<file path="config.mk">
export PLATFORM = sky130hd
export DESIGN_NAME = gdb_rsp_packet_deframer
export DESIGN_NICKNAME = d
export VERILOG_FILES = /design/src/rtl/core/gdbrsp_pkg.sv /design/src/rtl/core/gdb_rsp_packet_deframer.sv
export SDC_FILE = /design/constraint.sdc
export NUM_CORES = 1
export LEC_CHECK = 0
export BUFFER_PORTS_ARGS = -buffer_cell sky130_fd_sc_hd__buf_2
export CORE_MARGIN = 1.5
export CORE_UTILIZATION = 50
export DETAILED_ROUTE_END_ITERATION = 6
export PLACE_DENSITY = 0.8
export RECOVER_POWER = 25
export SLEW_MARGIN = 10
export SYNTH_ARGS = -nofsm -noshare
export SYNTH_HDL_FRONTEND = slang
export SYNTH_SLANG_ARGS = --single-unit
</file>
<file path="constraint.sdc">
create_clock -name clock -period 3.7 [get_ports clock]
set_input_delay 0.37 -clock clock [delete_from_list [all_inputs] [get_ports clock]]
set_output_delay 0.37 -clock clock [all_outputs]
set_load 0.01 [all_outputs]
</file>
<file path="src/rtl/core/gdbrsp_pkg.sv">
// Package with the types, constants and the helper function of the packet deframer.
package gdbrsp_pkg;

   // Payload length bound (a packet carries at most MAX_PAYLOAD - 1 bytes) and the counter width that can hold it.
   localparam int unsigned MAX_PAYLOAD = 1024;
   localparam int unsigned COUNT_W     = $clog2(MAX_PAYLOAD + 1);

   // Idle tick limit register.
   localparam int unsigned LIMIT_W     = 16;
   localparam logic [LIMIT_W-1:0] IDLE_LIMIT_RESET = LIMIT_W'(100);

   // Framing characters.
   localparam logic [7:0] START_MARK = 8'h24;
   localparam logic [7:0] END_MARK   = 8'h23;

   // Input command codes.
   localparam logic CMD_BYTE = 1'b0;
   localparam logic CMD_TICK = 1'b1;

   // Result kinds.
   localparam logic KIND_PAYLOAD = 1'b0;
   localparam logic KIND_VERDICT = 1'b1;

   // Verdict codes.
   typedef enum logic [1:0] {
      VERDICT_OK       = 2'd0,
      VERDICT_MISMATCH = 2'd1,
      VERDICT_TOO_LONG = 2'd2,
      VERDICT_TIMEOUT  = 2'd3
   } verdict_type;

   // Deframer phases.
   typedef enum logic [1:0] {
      PH_HUNT  = 2'd0,
      PH_DATA  = 2'd1,
      PH_CK_HI = 2'd2,
      PH_CK_LO = 2'd3
   } phase_type;

   // Value of a hex digit in bits 3:0; bit 4 is set when the byte is not hex.
   function automatic logic [4:0] hex_value(input logic [7:0] b);
      logic [4:0] v;
      v = 5'h10;
      if (b >= 8'h30 && b <= 8'h39) begin
         v = {1'b0, 4'(b - 8'h30)};
      end else if (b >= 8'h61 && b <= 8'h66) begin
         v = {1'b0, 4'(b - 8'h57)};
      end else if (b >= 8'h41 && b <= 8'h46) begin
         v = {1'b0, 4'(b - 8'h37)};
      end
      return v;
   endfunction

endpackage

</file>
<file path="src/rtl/core/gdb_rsp_packet_deframer.sv">
// Top level of the serial protocol packet deframer with checksum verdicts.
//
// The deframer takes one transaction per clock cycle while the result side
// keeps up: a received byte or an idle tick. Each transaction is captured
// in an input register, processed combinationally against the framing
// state and, if it gives a result, placed in an output register. Payload
// bytes between '$' and '#' are passed through as they arrive and summed
// modulo 256; after the two checksum digits one verdict follows (good or
// checksum mismatch), and a packet that runs too long or times out ends
// with a too-long or timeout verdict instead. Downstream should discard the
// payload of a packet whose verdict is not good. The idle tick limit is to
// be written through the csr_ port only while no transaction is in flight;
// the block does not enforce this. csr_ready is always high.
module gdb_rsp_packet_deframer (
   input  logic                           clock,
   input  logic                           reset,
   // Configuration write channel
   input  logic                           csr_valid,
   output logic                           csr_ready,
   input  logic [gdbrsp_pkg::LIMIT_W-1:0] csr_idle_tick_limit,
   // Request channel
   input  logic                           req_valid,
   output logic                           req_stall,
   input  logic                           req_cmd,
   input  logic [7:0]                     req_rx_byte,
   // Response channel
   output logic                           rsp_valid,
   input  logic                           rsp_stall,
   output logic                           rsp_out_kind,
   output logic [7:0]                     rsp_payload_byte,
   output logic                           rsp_packet_good,
   output logic [1:0]                     rsp_verdict_code
);
   import gdbrsp_pkg::*;

   // Configuration register
   logic [LIMIT_W-1:0] idle_limit_ff;

   // Input register
   logic               in_valid_ff, in_valid_in;
   logic               in_cmd_ff;
   logic [7:0]         in_byte_ff;

   // Framing state
   phase_type          phase_ff, phase_in;
   logic [7:0]         sum_ff, sum_in;
   logic [COUNT_W-1:0] count_ff, count_in;
   logic [4:0]         high_ff, high_in;
   logic [LIMIT_W-1:0] idle_ff, idle_in;

   // Result of the current transaction
   logic               res_valid;
   logic               res_kind;
   verdict_type        res_verdict;

   // Output register
   logic               out_valid_ff, out_valid_in;
   logic               out_kind_ff;
   logic [7:0]         out_byte_ff;
   logic               out_good_ff;
   verdict_type        out_verdict_ff;

   logic               advance;
   logic               step;
   logic [4:0]         low_digit;
   logic               ck_ok;
   logic               too_long;
   logic               timed_out;

   // The processing stage moves when the output register is empty or drained.
   assign advance   = !out_valid_ff || !rsp_stall;
   assign step      = advance && in_valid_ff;
   assign req_stall = in_valid_ff && !advance;
   assign csr_ready = 1'b1;

   // Configuration register write.
   always_ff @(posedge clock) begin
      if (reset) begin
         idle_limit_ff <= IDLE_LIMIT_RESET;
      end else if (csr_valid && csr_ready) begin
         idle_limit_ff <= csr_idle_tick_limit;
      end
   end

   // Input register: loads on an accepted transaction.
   assign in_valid_in = (req_valid && !req_stall) || (in_valid_ff && !advance);

   always_ff @(posedge clock) begin
      if (reset) begin
         in_valid_ff <= 1'b0;
      end else begin
         in_valid_ff <= in_valid_in;
      end
   end

   always_ff @(posedge clock) begin
      if (req_valid && !req_stall) begin
         in_cmd_ff  <= req_cmd;
         in_byte_ff <= req_rx_byte;
      end
   end

   // Decoded conditions of the current transaction.
   assign low_digit = hex_value(in_byte_ff);
   assign ck_ok     = !high_ff[4] && !low_digit[4] && ({high_ff[3:0], low_digit[3:0]} == sum_ff);
   assign too_long  = count_ff >= COUNT_W'(MAX_PAYLOAD - 1);
   assign timed_out = idle_ff >= idle_limit_ff;

   // Next state of the framing logic.
   always_comb begin
      phase_in = phase_ff;
      sum_in   = sum_ff;
      count_in = count_ff;
      high_in  = high_ff;
      idle_in  = idle_ff;
      if (in_cmd_ff == CMD_TICK) begin
         if (phase_ff != PH_HUNT) begin
            if (timed_out) begin
               phase_in = PH_HUNT;
               idle_in  = '0;
            end else begin
               idle_in  = idle_ff + LIMIT_W'(1);
            end
         end
      end else begin
         idle_in = '0;
         unique case (phase_ff)
            PH_HUNT: begin
               if (in_byte_ff == START_MARK) begin
                  phase_in = PH_DATA;
                  sum_in   = '0;
                  count_in = '0;
                  high_in  = '0;
               end
            end
            PH_DATA: begin
               if (in_byte_ff == END_MARK) begin
                  phase_in = PH_CK_HI;
               end else if (too_long) begin
                  phase_in = PH_HUNT;
               end else begin
                  count_in = count_ff + COUNT_W'(1);
                  sum_in   = sum_ff + in_byte_ff;
               end
            end
            PH_CK_HI: begin
               high_in  = hex_value(in_byte_ff);
               phase_in = PH_CK_LO;
            end
            PH_CK_LO: begin
               phase_in = PH_HUNT;
            end
            default: begin
               phase_in = PH_HUNT;
            end
         endcase
      end
   end

   // Result of the current transaction.
   always_comb begin
      res_valid   = 1'b0;
      res_kind    = KIND_PAYLOAD;
      res_verdict = VERDICT_OK;
      if (in_cmd_ff == CMD_TICK) begin
         if (phase_ff != PH_HUNT && timed_out) begin
            res_valid   = 1'b1;
            res_kind    = KIND_VERDICT;
            res_verdict = VERDICT_TIMEOUT;
         end
      end else begin
         unique case (phase_ff)
            PH_DATA: begin
               if (in_byte_ff != END_MARK) begin
                  res_valid = 1'b1;
                  if (too_long) begin
                     res_kind    = KIND_VERDICT;
                     res_verdict = VERDICT_TOO_LONG;
                  end
               end
            end
            PH_CK_LO: begin
               res_valid   = 1'b1;
               res_kind    = KIND_VERDICT;
               res_verdict = ck_ok ? VERDICT_OK : VERDICT_MISMATCH;
            end
            default: begin
               res_valid = 1'b0;
            end
         endcase
      end
   end

   // Framing state registers.
   always_ff @(posedge clock) begin
      if (reset) begin
         phase_ff <= PH_HUNT;
         sum_ff   <= '0;
         count_ff <= '0;
         high_ff  <= '0;
         idle_ff  <= '0;
      end else if (step) begin
         phase_ff <= phase_in;
         sum_ff   <= sum_in;
         count_ff <= count_in;
         high_ff  <= high_in;
         idle_ff  <= idle_in;
      end
   end

   // Output register.
   assign out_valid_in = advance ? (in_valid_ff && res_valid) : out_valid_ff;

   always_ff @(posedge clock) begin
      if (reset) begin
         out_valid_ff <= 1'b0;
      end else begin
         out_valid_ff <= out_valid_in;
      end
   end

   always_ff @(posedge clock) begin
      if (step && res_valid) begin
         out_kind_ff    <= res_kind;
         out_byte_ff    <= (res_kind == KIND_PAYLOAD) ? in_byte_ff : 8'h00;
         out_good_ff    <= (res_kind == KIND_VERDICT) && (res_verdict == VERDICT_OK);
         out_verdict_ff <= res_verdict;
      end
   end

   assign rsp_valid        = out_valid_ff;
   assign rsp_out_kind     = out_kind_ff;
   assign rsp_payload_byte = out_byte_ff;
   assign rsp_packet_good  = out_good_ff;
   assign rsp_verdict_code = out_verdict_ff;

endmodule

</file>
==> results_dict.tcl, run 1 <==
set metrics [dict create \
    drtIter0Drc 229 \
    clkPwrFrac 0.387 \
    layout_min_cycle_time_ps 2800 \
    overflow 0 \
    final_util 0.582 \
    wire_per_inst_um 15.2 \
    tightest_slew_ps 1180 \
    synth_xor_area_frac 0.0637 \
    num_antenna_cells 0 \
    drt_first_pass_iters 5 \
    synth.top_cell.area_share 0.277 \
    routed_wl_um 9260 \
    synth_most_common_cell "dfxtp_1" \
    synth-compound-area-share 0.151 \
    synth_top_family_by_area "simple AND/OR/NAND/NOR gates" \
    row_count 33 \
    yosys.area_share.simple 0.201 \
    cp-end-kind "flop" \
    die_h_um 96.2 \
    cp_data_required_time_ps 3680 \
    clock_sinks 81 \
    post_cts_buffers 0 \
    synth-seq-cells 81 \
    tns_ps 0 \
    antenna_found_initial 0 \
    rsz0062_at_grt "false" \
    maxCapViolations 0 \
    r2r_end "rsp_payload_byte[1]$_SDFFCE_PP0P_" \
    ys_warn_count 0 \
    io_pins 45 \
    crit_fanout 14 \
    dieArea_um2 9250 \
    reg2reg_from "idle_limit_ff[11]$_SDFFE_PP0P_" \
    fin_nets 558 \
    grt_pass1_wl_um 15200 \
    tritoncts "built" \
    layout-drive-gt1-share 0.119 \
    synth_flop_cell "dfxtp_1" \
    hold_end "in_cmd_ff$_DFFE_PP_" \
    swShare 0.242 \
    fin_crit_sh 0.757 \
    relSlewSlack 0.212 \
    port_buffers 43 \
    r2r_setup_slack_ps 900 \
    async_reset_ff_frac 0 \
    leakage_nw 1.99 \
    synth_mux_area_frac 0.0372 \
    report.final.hold_viol_count 0 \
    cts_htree_levels 3 \
    yosysTopAreaCell "dfxtp_1" \
    combPwrFrac 0.076 \
    dp.final_hpwl_um 6670 \
    die_w_um 96.2 \
    p_per_area_nw_per_um2 366 \
    startpoint_type "flop" \
    synthCells 458 \
    finClkSkew_ps 9.13 \
    slew_violations 0 \
    max_freq_mhz 357 \
    ir_worst_vdd_mv 0.185 \
    intPower_mw 1.34 \
    post_cts_resized 0 \
    area_growth_pct 11.3 \
    clock_path_buffers 2 \
    clk_latency_ps 360 \
    via_per_inst 5.69 \
    worstHoldPathType "in2reg" \
    synth_common_cells "60 x dfxtp_1, 50 x nor2_1, 29 x nand2_1, 28 x ha_1, 27 x inv_1" \
    yosys-top-cells-area "dfxtp_1 28%, edfxtp_1 15%, ha_1 8.1%, nor2_1 4.3%, xnor2_1 3.8%" \
    synth_adder_area_share 0.0853 \
    syn_avg_cell_area_um2 9.48 \
    drc 0 \
    clk_transition_reported_paths_ps 80 \
    gp_congestion 0.874 \
    dpl_cell_area_um2 4630 \
    coreArea_um2 8300 \
    setup_violations 0 \
    track_usage 0.216 \
    final_area_um2 4830 \
    hold_buffers 0 \
    grt_pass1_vias 3311 \
    yosysUniqueCellTypes 63 \
    vias 3466 \
    grt_max_degree 31 \
    hold_depth 1 \
    start_util 0.523 \
    r2r_cells 7 \
    root_buffer "clkbuf_8" \
    worstHoldStart "req_cmd" \
    cts_buffers 9 \
    critical_path_class "reg2reg" \
    syn_nets 517 \
    antenna_left 0 \
    seqPwrFrac 0.538 \
    synth_edf_count 21 \
    syn-cell-area_um2 4340 \
    status "complete, no violations" \
    seq_area_frac_synth 0.422 \
    p_sw_uw 428 \
    arrival_ps 2780 \
]
[per-layer routing]
layer,routed length [um],part of all wire,GRT usage
met4,116,0.013,0.0968
met1,4360,0.47,0.281
met5,0,0,0
met2,4230,0.46,0.343
met3,554,0.060,0.0442
[power by group through the flow]
stage,combinational [mW],sequential (mW),clock [mW]
floorplan,0.0954,0.961,0
global placement,0.127,0.968,0
detailed placement,0.132,0.970,0
CTS,0.134,0.949,0.695
global route,0.150,0.952,0.733
finish,0.134,0.950,0.683
[stage by stage]
step / std cells / total power, mW / hold WS [ps] / setup WS, ps
after floorplan: 458 / 1.06 / 421 / 917
after global placement: 593 / 1.10 / 431 / 1080
after detailed placement: 593 / 1.10 / 439 / 950
after CTS: 609 / 1.78 / 168 / 930
after global routing: 609 / 1.84 / 162 / 647
final: 609 / 1.77 / 182 / 899
[worst max-delay path, stage by stage, from the launching register on]
cell and delay (ps):
dfxtp_1 350, inv_1 50, ha_1 300, nand2_1 70, o21a_1 200, a21oi_1 340, a21oi_1 210, nor3b_2 910
[placed cells by master (no fill, tap or decap), types with 2 or more instances in the layout]
master     instances
dfxtp_1           60
nor2_1            50
buf_2             35
nand2_1           29
ha_1              28
inv_1             27
a21oi_1           26
edfxtp_1          21
xnor2_1           19
mux2i_1           15
nor3_1            14
nand3_1           12
o21ai_0           12
xor2_1            10
and2_1            10
clkbuf_1          10
and3_1             9
clkbuf_8           9
nor3b_1            7
o21a_1             7
a21o_1             7
o211ai_1           6
a22o_1             6
nor2b_1            5
o21bai_1           4
a211oi_1           4
nand4_1            4
nand4b_1           4
a41o_1             3
nor4_1             3
a2111oi_0          3
o21ai_1            3
a31oi_1            3
and3b_1            2
and4_1             2
a41oi_1            2
a211o_1            2
[cell type report]
type / instances / area, um2
fill: 707 / 3470
tap: 105 / 131
multi-input combinational: 336 / 2350
timing repair buffer: 43 / 205
inverter: 28 / 105
clock inverter: 4 / 51.3
clock buffer: 12 / 156
sequential: 81 / 1830
[cell families after synthesis]
kind of cell	count (synthesis)
AOI/OAI and AO/OA	96
xor gates and xnor gates	30
adders and majority gates	29
buffers and inverters	41
DFF	81
muxes	16
other	1
and+or+nand+nor	164
[worst max path at each step]
stage,from,to,slack (ps),cells past startpoint
final,idle_limit_ff[11]$_SDFFE_PP0P_,rsp_payload_byte[1]$_SDFFCE_PP0P_,900,7
after global routing,idle_limit_ff[11]$_SDFFE_PP0P_,rsp_payload_byte[1]$_SDFFCE_PP0P_,650,7
after CTS,idle_limit_ff[11]$_SDFFE_PP0P_,rsp_payload_byte[1]$_SDFFCE_PP0P_,930,7
after detailed placement,in_byte_ff[0]$_DFFE_PP_,rsp_verdict_code[0]$_DFFE_PP_,950,8
after global placement,in_byte_ff[0]$_DFFE_PP_,rsp_verdict_code[0]$_DFFE_PP_,1080,8
after floorplan,idle_limit_ff[11]$_SDFFE_PP0P_,rsp_out_kind$_DFFE_PP_,920,7
[registers in the layout, summed over array words and instances (netlist names), 2 cells and up]
name,flops
sum_ff,8
rsp_verdict_code,2
high_ff,5
count_ff,11
phase_ff,2
idle_limit_ff,16
rsp_payload_byte,8
in_byte_ff,8
idle_ff,16
Power figures use the tool's default switching activity.
==> run 2: changes to the inputs <==
--- a/config.mk
+++ b/config.mk
@@ -5,11 +5,12 @@
 export SDC_FILE = /design/constraint.sdc
 export NUM_CORES = 1
 export LEC_CHECK = 0
+export ABC_AREA = 1
 export BUFFER_PORTS_ARGS = -buffer_cell sky130_fd_sc_hd__buf_2
 export CORE_MARGIN = 1.5
 export CORE_UTILIZATION = 50
 export DETAILED_ROUTE_END_ITERATION = 6
-export PLACE_DENSITY = 0.8
+export PLACE_DENSITY = 0.83
 export RECOVER_POWER = 25
 export SLEW_MARGIN = 10
 export SYNTH_ARGS = -nofsm -noshare
==> constraint.sdc (replaced) <==
create_clock -name clock -period 2.34 [get_ports clock]
set_input_delay 0.234 -clock clock [delete_from_list [all_inputs] [get_ports clock]]
set_output_delay 0.234 -clock clock [all_outputs]
set_load 0.01 [all_outputs]
==> run 2 against run 1 <==
Compared with the run above: sequential share of layout area shrank 2.7 points; synthesized area up 6.4%; global-route usage rose by 0.056 points; clock-buffer cell count unchanged; hold slack got worse by 140 ps; register-to-register slack worse by 700 ps; critical path type unchanged.
==> results_dict.tcl, run 2 <==
set metrics [dict create \
    p_per_area_nw_per_um2 570 \
    dp.final_hpwl_um 7720 \
    final_util 0.588 \
    tns_ps 0 \
    drt_first_pass_iters 5 \
    synth_common_cells "128 x nand2_1, 73 x inv_1, 62 x nor2_1, 60 x dfxtp_1, 51 x a21oi_1" \
    tightest_slew_ps 609 \
    overflow 0 \
    async_reset_ff_frac 0 \
    syn_nets 658 \
    start_util 0.522 \
    grt_pass1_vias 3883 \
    synth.top_cell.area_share 0.260 \
    row_count 34 \
    synth_flop_cell "dfxtp_1" \
    arrival_ps 2250 \
    dpl_cell_area_um2 4930 \
    setup_violations 0 \
    ir_worst_vdd_mv 0.258 \
    layout_min_cycle_time_ps 2140 \
    grt_pass1_wl_um 17200 \
    startpoint_type "flop" \
    die_w_um 99.1 \
    reg.largest.list "idle_ff x16, idle_limit_ff x16, count_ff x11" \
    fin_crit_sh 0.916 \
    vias 4092 \
    die_h_um 99.1 \
    cp-end-kind "flop" \
    area_growth_pct 12.7 \
    num_antenna_cells 0 \
    fin_nets 710 \
    antenna_left 0 \
    grt_max_degree 26 \
    track_usage 0.216 \
    rsz0062_at_grt "false" \
    synthCells 599 \
    worstHoldPathType "in2reg" \
    tritoncts "built" \
    yosysTopAreaCell "dfxtp_1" \
    maxCapViolations 0 \
    dieArea_um2 9820 \
    gp_congestion 0.911 \
    crit_fanout 6 \
    drtIter0Drc 400 \
    drc 0 \
    r2r_cells 14 \
    report.final.hold_viol_count 0 \
    yosysUniqueCellTypes 43 \
    clk_transition_reported_paths_ps 90 \
    root_buffer "clkbuf_8" \
    stdcell_count 764 \
    via_per_inst 5.36 \
    relSlewSlack 0.593 \
    antenna_found_initial 0 \
    finClkSkew_ps 14.3 \
    synth_most_common_cell "nand2_1" \
    whs_ps 36.9 \
    coreArea_um2 8850 \
    final_common_cell "nand2_1" \
    cp_data_required_time_ps 2450 \
    synth_edf_count 21 \
    hold_buffers 0 \
    clock_path_buffers 2 \
    yosys-top-cells-area "dfxtp_1 26%, edfxtp_1 14%, nand2_1 10%, ha_1 7.6%, inv_1 5.9%" \
    wire_per_inst_um 13.4 \
    io_pins 45 \
    cts_htree_levels 3 \
    power.total_mw 2.97 \
    port_buffers 43 \
    status "complete, no violations" \
    final_cell_mix "127 x nand2_1, 72 x inv_1, 62 x nor2_1, 60 x dfxtp_1, 51 x a21oi_1" \
    critical_path_class "reg2reg" \
    seq_area_frac_synth 0.397 \
    cts_buffers 9 \
    routed_wl_um 10200 \
    setup_ws_ps 196 \
    slew_violations 0 \
    leakage_nw 2.25 \
    hold_depth 1 \
    max_freq_mhz 466 \
    syn_avg_cell_area_um2 7.71 \
    clock_sinks 81 \
    layout-drive-gt1-share 0.178 \
    place_ws_ps 111 \
    synth-seq-cells 81 \
    ys_warn_count 0 \
    clk_latency_ps 360 \
    final_area_um2 5200 \
    placed_cells 744 \
    syn-cell-area_um2 4620 \
]
-- run 2: path summary, 6_finish.rpt --
check,from,end,slack [ps]
hold reg to reg,count_ff[10]$_SDFFE_PP0P_,count_ff[10]$_SDFFE_PP0P_,460
setup reg to reg,in_byte_ff[1]$_DFFE_PP_,rsp_verdict_code[0]$_DFFE_PP_,200
setup / recovery,in_byte_ff[1]$_DFFE_PP_,rsp_verdict_code[0]$_DFFE_PP_,200
hold / removal,req_rx_byte[5],in_byte_ff[5]$_DFFE_PP_,40
-- run 2: routing by layer --
| metal | global-route usage | part of all wire | vias up |
|---|---|---|---|
| met4 | 0.112 | 0.030 | 0 |
| li1 | - | - | 2062 |
| met3 | 0.0323 | 0.050 | 34 |
| met5 | 0 | 0 | - |
| met1 | 0.267 | 0.45 | 1871 |
| met2 | 0.368 | 0.47 | 125 |
-- run 2: worst max-delay path: stages (launching register included) --
cell and delay (ps):
edfxtp_1 410, inv_1 110, ha_1 240, o21ai_0 170, nand2_1 120, nand2_2 150, nand2_1 80, nand2_1 100
nand2_1 60, nand2_1 60, nand2_1 50, nor2_1 150, nand2_1 70, nand2_1 70, nand2_1 60
-- run 2: kinds of logic after synthesis --
family | synth area share
adder cells (fa/ha/maj) | 0.0802
buffers and inverters | 0.0845
flip-flops | 0.397
other | 0.000812
AND/OR/NAND/NOR | 0.276
XOR/XNOR | 0.0304
AO/OA/AOI/OAI | 0.131
-- run 2: timing repair --
action	CTS	global route
setup endpoints to repair	0	14
gates resized for setup	0	2
setup buffers	0	4
-- run 2: report_power, final --
| part | switching (mW) | total (mW) | internal (mW) |
|---|---|---|---|
| sequential | 0.0255 | 1.50 | 1.47 |
| clock | 0.506 | 1.21 | 0.705 |
| combinational | 0.166 | 0.258 | 0.0913 |
-- run 2: cell type report --
type | count | area (um2)
Fill cell | 778 | 3640
Multi-Input combinational cell | 426 | 2400
Clock inverter | 4 | 72.6
Timing Repair Buffer | 54 | 294
Inverter | 79 | 303
Tap cell | 108 | 135
Sequential cell | 81 | 1830
Clock buffer | 12 | 170
==> run 3: changes to the inputs <==
--- a/config.mk
+++ b/config.mk
@@ -8,9 +8,9 @@
 export ABC_AREA = 1
 export BUFFER_PORTS_ARGS = -buffer_cell sky130_fd_sc_hd__buf_2
 export CORE_MARGIN = 1.5
-export CORE_UTILIZATION = 50
+export CORE_UTILIZATION = 41
 export DETAILED_ROUTE_END_ITERATION = 6
-export PLACE_DENSITY = 0.83
+export PLACE_DENSITY = 0.72
 export RECOVER_POWER = 25
 export SLEW_MARGIN = 10
 export SYNTH_ARGS = -nofsm -noshare
==> run 3 against run 2 <==
Compared with the run above: clock skew fell by 2.5 ps; global-route usage decreased by 3.6 points; fmax is 0.58% higher; register-to-register slack about the same; hold slack improved by 2.6 ps; combinational power hardly changed; sequential share of layout area hardly changed; sequential power barely moved; final area about the same.
==> results_dict.tcl, run 3 (same netlist as run 2, synthesis figures left out) <==
set metrics [dict create \
    startpoint_type "flop" \
    setup_violations 0 \
    tns_ps 0 \
    gp_congestion 0.882 \
    report.final.hold_viol_count 0 \
    wire_per_inst_um 12.7 \
    final_area_um2 5200 \
    dp.final_hpwl_um 7660 \
    die_w_um 109 \
    multi_input_area_um2 2410 \
    grt_pass1_wl_um 16700 \
    clock_path_buffers 2 \
    clk_transition_reported_paths_ps 80 \
    reg.largest.list "idle_ff x16, idle_limit_ff x16, count_ff x11" \
    drt_first_pass_iters 4 \
    setup_ws_ps 208 \
    final_util 0.478 \
    cts_buffers 9 \
    worstHoldPathType "in2reg" \
    track_usage 0.181 \
    layout_min_cycle_time_ps 2130 \
    fin_nets 711 \
    coreArea_um2 10900 \
    slew_violations 0 \
    place_ws_ps 35.9 \
    overflow 0 \
    tritoncts "built" \
    cp_data_required_time_ps 2460 \
    num_antenna_cells 0 \
    io_pins 45 \
    crit_fanout 6 \
    layout-drive-gt1-share 0.174 \
    cts_htree_levels 3 \
    antenna_found_initial 0 \
    maxCapViolations 0 \
    drc 0 \
    dieArea_um2 11900 \
    vias 3967 \
    drtIter0Drc 165 \
    row_count 38 \
    critical_path_class "reg2reg" \
    root_buffer "clkbuf_8" \
    start_util 0.424 \
    clk_latency_ps 370 \
    fin_crit_sh 0.911 \
    leakage_nw 2.22 \
    final_cell_mix "127 x nand2_1, 72 x inv_1, 62 x nor2_1, 60 x dfxtp_1, 51 x a21oi_1" \
    ir_worst_vdd_mv 0.300 \
    antenna_left 0 \
    max_freq_mhz 469 \
    routed_wl_um 10100 \
    die_h_um 109 \
    register_area_um2 1830 \
    area_growth_pct 12.6 \
    port_buffers 43 \
    clock_sinks 81 \
    arrival_ps 2250 \
    p_per_area_nw_per_um2 528 \
    cp-end-kind "flop" \
    dpl_cell_area_um2 4970 \
    rsz0062_at_grt "false" \
    power.total_mw 2.74 \
    relSlewSlack 0.585 \
    grt_max_degree 26 \
    grt_pass1_vias 3742 \
    finClkSkew_ps 11.9 \
    tightest_slew_ps 622 \
    nFillCells 1089 \
    final_common_cell "nand2_1" \
    status "complete, no violations" \
    via_per_inst 4.98 \
]
-- run 3: area by class of cell --
class | count | share of cell area
sequential | 81 | 0.352
timing repair buffer | 54 | 0.0563
inverter | 79 | 0.0582
clock inverter | 3 | 0.00842
clock buffer | 12 | 0.0260
timing repair inverter | 1 | 0.00144
tap | 140 | 0.0337
multi-input combinational | 426 | 0.464
-- run 3: repair_timing --
action / CTS / global route
hold endpoints to repair: 0 / 0
hold buffers: 0 / 0
setup endpoints to repair: 0 / 30
setup buffers: 0 / 4
resized for setup: 0 / 5
-- run 3: layer usage --
metal  routed length (um)  part of all wire  track usage  up-vias
met5                    0                 0            0        -
met4                  233             0.023       0.0771        0
met3                  368             0.037       0.0472       22
met2                 4840              0.48        0.302       55
met1                 4640              0.46        0.218     1825
li1                     -                 -            -     2065
-- run 3: path summary, 6_finish.rpt --
path	end	startpoint	cells after the start	slack [ps]
worst max-delay path	rsp_verdict_code[0]$_DFFE_PP_	in_byte_ff[0]$_DFFE_PP_	14	210
worst min-delay path	in_byte_ff[4]$_DFFE_PP_	req_rx_byte[4]	1	40
worst max register to register	rsp_verdict_code[0]$_DFFE_PP_	in_byte_ff[0]$_DFFE_PP_	14	210
worst min register to register	count_ff[0]$_SDFFE_PP0P_	count_ff[0]$_SDFFE_PP0P_	1	470
-- run 3: metrics by stage --
step,cells,hold WS (ps)
3_3_place_gp,776,412
3_5_place_dp,776,412
4_1_cts,791,13.9
6_report,796,39.4
5_1_grt,796,16.3
2_1_floorplan,599,333
-- run 3: power by group --
group	total, mW	switching, mW	internal, mW
Clock	0.989	0.500	0.489
Combinational	0.257	0.165	0.0918
Sequential	1.50	0.0250	1.47
-- run 3: worst max-delay path, stage by stage, from the launching register on --
cell and delay, ps:
edfxtp_1 460, buf_4 170, ha_1 190, o21ai_0 150
nand2_1 120, nand2_2 140, nand2_1 60, nand2_1 80
nand2_1 70, nand2_1 60, nand2_1 60, a21oi_2 140
nand2_1 70, nand2_1 60, nand2_1 40
